$ cat src/rtl/core/lrw_pkg.sv
// Package with constants, register indexes and beat types for the lattice random walk step.
package lrw_pkg;

    localparam int COORD_BITS = 16;
    localparam int COUNT_BITS = 40;
    localparam int SIZE_BITS  = COORD_BITS + 1;
    localparam int LATTICE_W  = 17;
    localparam int SEED_W     = 32;
    localparam int CFG_DATA_W = 32;
    localparam int CFG_IDX_W  = 1;

    localparam logic [CFG_IDX_W-1:0] CFG_LATTICE_SIZE = 1'b0;
    localparam logic [CFG_IDX_W-1:0] CFG_RNG_SEED     = 1'b1;

    localparam logic [LATTICE_W-1:0] LATTICE_RESET = 17'd512;
    localparam logic [SEED_W-1:0]    SEED_RESET    = 32'd1;

    localparam logic [COUNT_BITS-1:0] COUNT_MAX = {COUNT_BITS{1'b1}};

    typedef struct packed {
        logic [COORD_BITS-1:0] pos_x;
        logic [COORD_BITS-1:0] pos_y;
    } t_in_beat;

    typedef struct packed {
        logic [COORD_BITS-1:0] new_x;
        logic [COORD_BITS-1:0] new_y;
        logic                  in_center;
        logic [COUNT_BITS-1:0] center_hits;
    } t_out_beat;

    typedef struct packed {
        logic move_x;
        logic up;
    } t_step_ctl;

endpackage

$ cat src/rtl/core/lrw_gen.sv
// Shift-xor generator of the 32-bit random word, with seed load and advance.
module lrw_gen (
    input  logic                          i_clk,
    input  logic                          i_rst_n,
    input  logic                          i_seed_we,
    input  logic [lrw_pkg::SEED_W-1:0]    i_seed,
    input  logic                          i_advance,
    output lrw_pkg::t_step_ctl            o_ctl
);

    logic [lrw_pkg::SEED_W-1:0] r_word;
    logic [lrw_pkg::SEED_W-1:0] n_word;
    logic [lrw_pkg::SEED_W-1:0] w1;
    logic [lrw_pkg::SEED_W-1:0] w2;
    logic [lrw_pkg::SEED_W-1:0] adv;

    always_comb begin
        w1  = r_word ^ (r_word << 7);
        w2  = w1 ^ lrw_pkg::SEED_W'($signed(w1) >>> 9);
        adv = w2 ^ (w2 << 8);
    end

    always_comb begin
        n_word = r_word;
        if (i_seed_we) begin
            n_word = i_seed;
        end else if (i_advance) begin
            n_word = adv;
        end
    end

    assign o_ctl.move_x = adv[0];
    assign o_ctl.up     = adv[1];

    always_ff @(posedge i_clk) begin
        if (!i_rst_n) begin
            r_word <= lrw_pkg::SEED_RESET;
        end else begin
            r_word <= n_word;
        end
    end

endmodule

$ cat src/rtl/core/lrw_calc.sv
// Step logic: size clamp, coordinate saturation, wrapped move and central half-square test.
module lrw_calc (
    input  logic [lrw_pkg::LATTICE_W-1:0]  i_lattice_size,
    input  lrw_pkg::t_in_beat              i_pos,
    input  lrw_pkg::t_step_ctl             i_ctl,
    output logic [lrw_pkg::COORD_BITS-1:0] o_new_x,
    output logic [lrw_pkg::COORD_BITS-1:0] o_new_y,
    output logic                           o_center
);

    localparam int SB = lrw_pkg::SIZE_BITS;
    localparam int CMP_BITS = (SB > lrw_pkg::LATTICE_W) ? SB : lrw_pkg::LATTICE_W;
    localparam int HB = SB + 2;
    localparam logic [CMP_BITS-1:0] SIZE_TOP = CMP_BITS'(1) << lrw_pkg::COORD_BITS;
    localparam logic [CMP_BITS-1:0] SIZE_MIN = CMP_BITS'(2);

    logic [CMP_BITS-1:0] size_w;
    logic [SB-1:0]       size;
    logic [SB-1:0]       x0;
    logic [SB-1:0]       y0;
    logic [SB-1:0]       v;
    logic [SB-1:0]       v_moved;
    logic [SB-1:0]       x1;
    logic [SB-1:0]       y1;
    logic [SB-1:0]       lo;
    logic [HB-1:0]       hi3;
    logic [SB-1:0]       hi;

    always_comb begin
        size_w = CMP_BITS'(i_lattice_size);
        if (size_w > SIZE_TOP) begin
            size_w = SIZE_TOP;
        end else if (size_w < SIZE_MIN) begin
            size_w = SIZE_MIN;
        end
        size = size_w[SB-1:0];

        x0 = SB'(i_pos.pos_x);
        y0 = SB'(i_pos.pos_y);
        if (x0 >= size) begin
            x0 = size - SB'(1);
        end
        if (y0 >= size) begin
            y0 = size - SB'(1);
        end

        v = i_ctl.move_x ? x0 : y0;
        if (i_ctl.up) begin
            v_moved = ((v + SB'(1)) >= size) ? SB'(0) : v + SB'(1);
        end else begin
            v_moved = (v == SB'(0)) ? size - SB'(1) : v - SB'(1);
        end
        x1 = i_ctl.move_x ? v_moved : x0;
        y1 = i_ctl.move_x ? y0 : v_moved;

        lo  = size >> 2;
        hi3 = ((HB'(size) << 1) + HB'(size)) >> 2;
        hi  = hi3[SB-1:0];
        o_center = (x1 >= lo) && (x1 < hi) && (y1 >= lo) && (y1 < hi);
        o_new_x  = x1[lrw_pkg::COORD_BITS-1:0];
        o_new_y  = y1[lrw_pkg::COORD_BITS-1:0];
    end

endmodule

$ cat src/rtl/core/lattice_random_walk_step.sv
// Top level of the lattice random walk step: input register, step logic and result register.
// A beat is held in the input register, passes the combinational step logic, then is held in
// the result register. One beat per cycle is taken while the output is not stalled.
// Reset (synchronous, active low) empties both stages, sets lattice size to 512,
// loads the generator word with 1 and clears the central hit count.
module lattice_random_walk_step (
    input  logic                               i_clk,
    input  logic                               i_rst_n,
    input  logic                               i_cfg_we,
    input  logic [lrw_pkg::CFG_IDX_W-1:0]      i_cfg_idx,
    input  logic [lrw_pkg::CFG_DATA_W-1:0]     i_cfg_data,
    input  logic                               i_in_valid,
    output logic                               o_in_stall,
    input  lrw_pkg::t_in_beat                  i_in_data,
    output logic                               o_out_valid,
    input  logic                               i_out_stall,
    output lrw_pkg::t_out_beat                 o_out_data
);

    logic [lrw_pkg::LATTICE_W-1:0]  r_lattice_size;
    logic                           r_s1_valid;
    lrw_pkg::t_in_beat              r_s1_pos;
    lrw_pkg::t_step_ctl             r_s1_ctl;
    logic                           r_out_valid;
    lrw_pkg::t_out_beat             r_out_data;
    logic [lrw_pkg::COUNT_BITS-1:0] r_hits;
    logic [lrw_pkg::COUNT_BITS-1:0] n_hits;

    logic                           s1_adv;
    logic                           in_accept;
    logic                           seed_we;
    lrw_pkg::t_step_ctl             gen_ctl;
    logic [lrw_pkg::COORD_BITS-1:0] calc_x;
    logic [lrw_pkg::COORD_BITS-1:0] calc_y;
    logic                           calc_center;

    assign s1_adv     = !(r_out_valid && i_out_stall);
    assign o_in_stall = r_s1_valid && !s1_adv;
    assign in_accept  = i_in_valid && !o_in_stall;
    assign seed_we    = i_cfg_we && (i_cfg_idx == lrw_pkg::CFG_RNG_SEED);

    lrw_gen u_gen (
        .i_clk     (i_clk),
        .i_rst_n   (i_rst_n),
        .i_seed_we (seed_we),
        .i_seed    (i_cfg_data[lrw_pkg::SEED_W-1:0]),
        .i_advance (in_accept),
        .o_ctl     (gen_ctl)
    );

    lrw_calc u_calc (
        .i_lattice_size (r_lattice_size),
        .i_pos          (r_s1_pos),
        .i_ctl          (r_s1_ctl),
        .o_new_x        (calc_x),
        .o_new_y        (calc_y),
        .o_center       (calc_center)
    );

    always_comb begin
        n_hits = r_hits;
        if (calc_center && (r_hits != lrw_pkg::COUNT_MAX)) begin
            n_hits = r_hits + lrw_pkg::COUNT_BITS'(1);
        end
    end

    always_ff @(posedge i_clk) begin
        if (!i_rst_n) begin
            r_lattice_size <= lrw_pkg::LATTICE_RESET;
            r_s1_valid     <= 1'b0;
            r_out_valid    <= 1'b0;
            r_hits         <= '0;
        end else begin
            if (i_cfg_we && (i_cfg_idx == lrw_pkg::CFG_LATTICE_SIZE)) begin
                r_lattice_size <= i_cfg_data[lrw_pkg::LATTICE_W-1:0];
            end
            if (in_accept) begin
                r_s1_valid <= 1'b1;
            end else if (s1_adv) begin
                r_s1_valid <= 1'b0;
            end
            if (s1_adv) begin
                r_out_valid <= r_s1_valid;
                if (r_s1_valid) begin
                    r_hits <= n_hits;
                end
            end
        end
    end

    always_ff @(posedge i_clk) begin
        if (in_accept) begin
            r_s1_pos <= i_in_data;
            r_s1_ctl <= gen_ctl;
        end
        if (s1_adv && r_s1_valid) begin
            r_out_data.new_x       <= calc_x;
            r_out_data.new_y       <= calc_y;
            r_out_data.in_center   <= calc_center;
            r_out_data.center_hits <= n_hits;
        end
    end

    assign o_out_valid = r_out_valid;
    assign o_out_data  = r_out_data;

endmodule
$ cat config.mk
export PLATFORM = sky130hd
export DESIGN_NAME = lattice_random_walk_step
export DESIGN_NICKNAME = d
export VERILOG_FILES = /design/src/rtl/core/lrw_pkg.sv /design/src/rtl/core/lrw_gen.sv /design/src/rtl/core/lrw_calc.sv /design/src/rtl/core/lattice_random_walk_step.sv
export SDC_FILE = /design/constraint.sdc
export NUM_CORES = 1
export LEC_CHECK = 0
export BUFFER_PORTS_ARGS = -buffer_cell sky130_fd_sc_hd__buf_2
export CAP_MARGIN = 0
export CORE_MARGIN = 2
export CORE_UTILIZATION = 35
export CTS_BUF_LIST = sky130_fd_sc_hd__clkbuf_8
export DETAILED_ROUTE_END_ITERATION = 7
export MAX_ROUTING_LAYER = met4
export PLACE_DENSITY = 0.62
export SYNTH_ARGS = -nofsm -noshare
export SYNTH_HDL_FRONTEND = slang
export SYNTH_HIERARCHICAL = 1
export SYNTH_SLANG_ARGS = --single-unit
$ cat constraint.sdc
create_clock -name i_clk -period 14.2 [get_ports i_clk]
set_input_delay 2.84 -clock i_clk [delete_from_list [all_inputs] [get_ports i_clk]]
set_output_delay 2.84 -clock i_clk [all_outputs]
set_load 0.005 [all_outputs]
Word level (Yosys, flattened, before mapping). Cells that the tools add are included. W data, S select, Z words.

$add $sub $neg: 5. $lt $le $gt $ge: 9. Equality and inequality tests: 2. Muxes and demuxes: 15. Bitwise operators: 5. Reductions and logical operators: 15.

Operator list (number): $mux W17 (10); $xor A32 B32 Y32 (3); $mux W32 (2); $add A40 B1 Y40 const B (1); $mux W40 (1); $ne A40 B40 Y1 const B (1); $ge A16 B17 Y1 (2); $ge A17 B15 Y1 (2); $lt A17 B17 Y1 (2); $sub A17 B1 Y17 const B (2); $add A18 B17 Y19 (1); $add A17 B1 Y17 const B (1); $ge A17 B17 Y1 (1); $gt A17 B17 Y1 const B (1); $logic_not A17 Y1 (1); $lt A17 B2 Y1 const B (1); $logic_and A1 B1 Y1 (10); $logic_not A1 Y1 (2); $mux W1 (2); $ne A2 B2 Y1 const B (1); $not A1 Y1 (2); $reduce_and A2 Y1 (1); $reduce_bool A2 Y1 (1).

Bits in registers: 198. Output and inout port bits: 75. Word-level logic and storage cells: 64.

Depth between registers and ports, before layout.
Word-level depth: 17. Depth in mapped cells: 50.

Cells and area by module. The synthesis kept the hierarchy.

Modules (own cells, without submodules): lattice_random_walk_step (instances 1, cells each 601, area an instance 6999.2 µm²); lrw_calc (instances 1, cells each 818, area an instance 6128.4 µm²); lrw_gen (instances 1, cells each 241, area an instance 2170.8 µm²).

Worst setup path before layout. OpenSTA, ideal clock, no wires.

Path type: reg2reg. Start point: reg r_lattice_size[13] in the netlist's numbering. End point: reg r_out_data, in the netlist o_out_data[37], data pin. Library setup time: 0.266 ns. Arrival: 9.418 ns. Data required time: 13.934 ns. Slack: 4.517 ns. Cell stages (with the launch flop): 44. Path buffers: 6. Period minus slack after synthesis: 9.683 ns. Path through: dfxtp_1 nor4_1 nand3_1 o31ai_2 clkbuf_1 nand2_1 ha_1 nand4_1 nor3_1 a2111oi_4 o22ai_2 buf_2 clkbuf_1 mux2i_1 nor2_1 inv_1 ha_1 nand4_1 [8 not listed] o21ai_0 ha_1 and4_1 a21oi_1 a21boi_0 o21ai_0 nand2b_1 a21oi_1 nor2_1 nor3_1 o31ai_1 a221o_1 nor3_1 clkbuf_1 clkbuf_1 nand4_1 nor3_1 xor2_1.

Longest elaborated chain between the ends: 17.

Ends and longest elaborated chain: start, declared (line lattice_random_walk_step.sv:20) `logic [lrw_pkg::LATTICE_W-1:0] r_lattice_size;`; start signal, assigned (line lattice_random_walk_step.sv:69) `r_lattice_size <= lrw_pkg::LATTICE_RESET;`; start signal, assigned (line lattice_random_walk_step.sv:75) `r_lattice_size <= i_cfg_data[lrw_pkg::LATTICE_W-1:0];`; $lt A17 B2 Y1 (line lrw_calc.sv:33) `end else if (size_w < SIZE_MIN) begin`; $mux W17 (line lrw_calc.sv:33); $mux W17 (*) (line lrw_calc.sv:31) `if (size_w > SIZE_TOP) begin`; $sub A17 B1 Y17 (tied with other cells) (line lrw_calc.sv:41, lrw_calc.sv:44, lrw_calc.sv:51); $mux W17, on equally long branches (line lrw_calc.sv:43, lrw_calc.sv:40); $mux W17 (line lrw_calc.sv:47) `v = i_ctl.move_x ? x0 : y0;`; $add A17 B1 Y17 (line lrw_calc.sv:49) `v_moved = ((v + SB'(1)) >= size) ? SB'(0) : v + SB'(1);`; $ge A17 B17 Y1 (line lrw_calc.sv:49); [2 not listed]; $mux W17 (*) (line lrw_calc.sv:53) `x1 = i_ctl.move_x ? v_moved : x0;`; net calc_x (one bit) (line lattice_random_walk_step.sv:33) `logic [lrw_pkg::COORD_BITS-1:0] calc_x;`; $ge A17 B15 Y1 or $lt A17 B17 Y1 (tied branches) (line lrw_calc.sv:59) `o_center = (x1 >= lo) && (x1 < hi) && (y1 >= lo) && (y1 < hi);`; $logic_and A1 B1 Y1 (*) (3 in a row) (line lrw_calc.sv:59); net calc_center (line lattice_random_walk_step.sv:35) `logic calc_center;`; $logic_and A1 B1 Y1 (*) (line lattice_random_walk_step.sv:62) `if (calc_center && (r_hits != lrw_pkg::COUNT_MAX)) begin`; $mux W40 (*) (line lattice_random_walk_step.sv:62); net n_hits (one bit) (line lattice_random_walk_step.sv:27) `logic [lrw_pkg::COUNT_BITS-1:0] n_hits;`; end, declared (line lattice_random_walk_step.sv:25) `lrw_pkg::t_out_beat r_out_data;`.

The timed path passes the listed nets; every way through them passes the cells marked *. A chain may end at the register's enable or synchronous reset.

Worst setup path in the final report.
Start point: reg r_lattice_size[13] in the netlist's numbering. End point: reg r_hits[30] in the netlist's numbering.

Longest elaborated chain between the ends: 17.

Ends and longest elaborated chain: $lt A17 B2 Y1 (line lrw_calc.sv:33); $mux W17 (line lrw_calc.sv:33); $mux W17 (*) (line lrw_calc.sv:31); $sub A17 B1 Y17 (tied with other cells) (line lrw_calc.sv:41, lrw_calc.sv:44, lrw_calc.sv:51); $mux W17, on equally long branches (line lrw_calc.sv:43, lrw_calc.sv:40); $mux W17 (line lrw_calc.sv:47); $add A17 B1 Y17 (line lrw_calc.sv:49); $ge A17 B17 Y1 (line lrw_calc.sv:49); $mux W17 (line lrw_calc.sv:49); $mux W17 (line lrw_calc.sv:48) `if (i_ctl.up) begin`; $mux W17 (*) (line lrw_calc.sv:53); net calc_x (one bit) (line lattice_random_walk_step.sv:33); $ge A17 B15 Y1 or $lt A17 B17 Y1 (tied branches) (line lrw_calc.sv:59); $logic_and A1 B1 Y1 (*) (3 in a row) (line lrw_calc.sv:59); net calc_center (line lattice_random_walk_step.sv:35); $logic_and A1 B1 Y1 (*) (line lattice_random_walk_step.sv:62); $mux W40 (*) (line lattice_random_walk_step.sv:62); end signal, assigned (line lattice_random_walk_step.sv:85) `r_hits <= n_hits;`; end, declared (line lattice_random_walk_step.sv:26) `logic [lrw_pkg::COUNT_BITS-1:0] r_hits;`.

Marks and branches as above.

==> metrics.md <==
| Metric | Value |
|---|---|
| Drt pass-1 iters | 6 |
| Diode count | 0 |
| Routed Antenna Nets | 0 |
| Detailed Place HPWL | 36700 um |
| Final net count | a little under 2000 |
| Via count | ~13000 |
| Initial Util | 35.5% |
| Worst Hold Endpoint | r_lattice_size[4]$_SDFFE_PN0P_ |
| Synthesis-stage register bit count | 198 |
| Max cap viols | 0 |
| Tot GR Track Use | 22.0% |
| Gr ovfl total | 0 |
| IO Pins | ~150 |
| Root Driver | clkbuf_8 |
| Synth warn | 6 |
| Number of fill cells in the layout | 4331 |
| Outcome | completed |
| Die H | 213 um |
| Dominant synthesized flop cell | edfxtp_1 |
| Die Footprint | approximately 45000 um2 |
| Pleak | 6.47 nW |
| Post_cts resized | 0 |
| CP endpoint kind | flip-flop |
| Core area | 43100 um2 |
| Synth top area share | 21.0% |
| Synth top cells by count | ha_1, nand2_1, a21oi_1 |
| Tot Pwr | 2.73 mW |
| Final instance area | 16900 um2 |
| CP max stage cell | o31ai_2 |
| # port buffers | 144 |
| WL final | 48600 um |
| Vias per std cell | roughly 5.6 |
| Worst-margin pin slew | 1.05 ns |
| Total negative slack | 0 ns |
| H-tree levels | 4 |
| Min-delay src | r_lattice_size[4]$_SDFFE_PN0P_ |
| R2r endpoint | r_hits[30]$_SDFFE_PN0P_ |
| Total placed instance area | 16500 um2 |
| P&R area growth vs syn | 10.6% |
| Synth top area cells | edfxtp_1, ha_1, dfxtp_1, xnor2_1, a21oi_1 |
| Placed cell count | 2319 |
| CTS tree | built |
| Num CTS Buffers | 17 |
| Mux cell area share after synthesis | 3.98% |
| Post-layout min period | 13.05 ns |
| Clk sinks | 198 |
| Buffers plus inverters on the worst setup path | 3 |
| Post-synth EDFFs | 107 |
| Final Setup Violations | 0 |
| R2R setup slack | 1.15 ns |
| Initial antenna violation count | 0 |
| Yosys cell types | 98 |
| Insertion delay to the later sink of the worst-skew pair | 0.54 ns |
| Worst Path Required | 14.67 ns |
| Ys async rst share | 0% |
| Top-count cell post-synth | ha_1 |
| DR WL/cell | 20.7 um |
| Delay-heaviest family, CP | simple AND/OR/NAND/NOR gates |
| Worst vdd ir | approximately 0.12 mV |
| Post-Synthesis Cells | 1660 |
| Post-CTS setup repair buffer count | 0 |
| Vias in the first global route | 12600 |
| Final Instance Count excl. Fillers | 2351 |
| Area share of fa/ha/maj cells after synthesis | 12.9% |
| Crit start category | flip-flop |
| Hold crit path type | reg -> reg |
| RSZ-0062 raised after global routing | false |
| R2R depth | 40 |
| Synthesized area | about 15000 um2 |
| Synth Area in Compound Gates | 16.3% |
| XOR/XNOR Fraction of Synth Area | roughly a tenth |
| Hold Path Depth | 2 |
| Worst flop-to-flop path startpoint | r_lattice_size[13]$_SDFFE_PN0P_ |
| Clk slew on worst S/H paths | ~0.11 ns |
| Row count | 76 |
| Syn Nets | ~1900 |
| PD cells | 162 nW/um2 |
| Global-route wire length before repair | between 70000 and 80000 um |
| Worst rel slew slack | 29.3% |
| Largest net degree at the start of global routing | 70 |
| Max frequency | 0.0766 GHz |
| Arrival @ worst endpoint | 13.52 ns |
| Avg Cell Area, Syn | 9.22 um2 |
| Simple-gate area share of the yosys netlist | 19.7% |
| Slew Viols, Final | 0 |
| Fin crit share | 91.9% |
| Seq/Total Area, Yosys | roughly a third |
| DRC | 0 |
| Initial detailed-routing violation count | 1108 |
| Gpl congestion | 0.977 |
| Final core utilization | ~39% |
| Max stage delay on crit path | approximately 0.98 ns |
| Die W | 213 um |
| Yosys top cell by area | edfxtp_1 |
| Largest family of logic cells by synthesized area | simple AND/OR/NAND/NOR gates |
| Hold buffer count at cts | 0 |
| Max Root-Sink Buffers | 2 |
| Final hold vios | 0 |
| CP Class | reg -> reg |
| Largest fanout on the critical path | 32 |
| Setup Skew | approximately 0.020 ns |
| Layout cell share with drive strength beyond 1 | 13.6% |
==> per-stage QoR <==
step	setup WS [ns]	hold slack, ns
5_1_grt	0.147	0.505
4_1_cts	1.48	0.483
2_1_floorplan	4.52	0.433
3_5_place_dp	1.50	0.469
6_report	1.15	0.482
3_3_place_gp	1.77	0.462
==> final cells by class <==
| type | instances | area [um2] | share of cell area [%] |
|---|---|---|---|
| Clock buffer | 17 | 234 | 1.38 |
| Inverter | 48 | 180 | 1.07 |
| Clock inverter | 15 | 193 | 1.14 |
| Timing Repair Buffer | 157 | 818 | 4.84 |
| Multi-Input combinational cell | 1331 | 9720 | 57.5 |
| Tap cell | 585 | 732 | 4.33 |
| Sequential cell | 198 | 5030 | 29.8 |
==> layer usage <==
layer | vias up | GRT usage, % | part of all wire [%]
met5 | - | - | 0
met4 | 0 | 8.25 | 3.0
met3 | 71 | 3.09 | 5.9
met2 | 469 | 35.0 | 47
met1 | 6367 | 28.5 | 44
li1 | 6329 | - | -
==> placed cells by master (no fill, tap or decap), types with 10 or more instances in the layout <==
master and n:
a211oi_1 24, a21o_1 16, a21oi_1 130, and2_1 10, and3_1 10, buf_2 144
buf_4 13, clkbuf_8 17, dfxtp_1 91, edfxtp_1 107, ha_1 156, inv_1 45
mux2i_1 55, nand2_1 147, nand2b_1 41, nand3_1 53, nand3b_1 10, nand4_1 49
nor2_1 75, nor2b_1 13, nor3_1 40, nor3b_1 26, nor4_1 19, o211ai_1 11
o21a_1 13, o21ai_0 59, o22ai_1 29, o31ai_1 20, or3_1 13, xnor2_1 114
xor2_1 55
==> flip-flops by register name (all words and copies together) (netlist names) <==
| name | cells |
|---|---|
| o_out_data | 73 |
| u_gen/r_word | 32 |
| r_s1_pos | 32 |
| r_s1_valid | 1 |
| r_lattice_size | 17 |
| o_out_valid | 1 |
| r_hits | 40 |
| r_s1_ctl | 2 |
==> how the worst max path moves through the flow <==
stage                                          from                       end  slack, ns  cells after the start
global placement    r_lattice_size[13]$_SDFFE_PN0P_   r_hits[30]$_SDFFE_PN0P_       1.77                     39
global route        r_lattice_size[13]$_SDFFE_PN0P_   r_hits[30]$_SDFFE_PN0P_       0.15                     40
floorplan           r_lattice_size[13]$_SDFFE_PN0P_  o_out_data[37]$_DFFE_PP_       4.52                     43
detailed placement  r_lattice_size[13]$_SDFFE_PN0P_   r_hits[30]$_SDFFE_PN0P_       1.50                     40
CTS                 r_lattice_size[13]$_SDFFE_PN0P_   r_hits[30]$_SDFFE_PN0P_       1.48                     40
finish              r_lattice_size[13]$_SDFFE_PN0P_   r_hits[30]$_SDFFE_PN0P_       1.15                     40
==> cells by family after synthesis <==
kind of cell / Yosys count
simple gates: 557
compound gates: 381
flops: 198
xor+xnor: 176
fa+ha+maj: 157
buf+inv: 131
mux: 60
==> tightest hold or removal path, cell delays in order (launching register included) <==
cell and delay (ns):
dfxtp_1 0.33, nand2_1 0.06, a21oi_1 0.05
==> power breakdown <==
part           leakage (nW)  switching, mW  internal, mW
Combinational          4.51          0.903         0.665
Sequential             1.74         0.0653         0.700
Clock                 0.219          0.235         0.165
No activity file was read; power rests on OpenSTA's default activity.
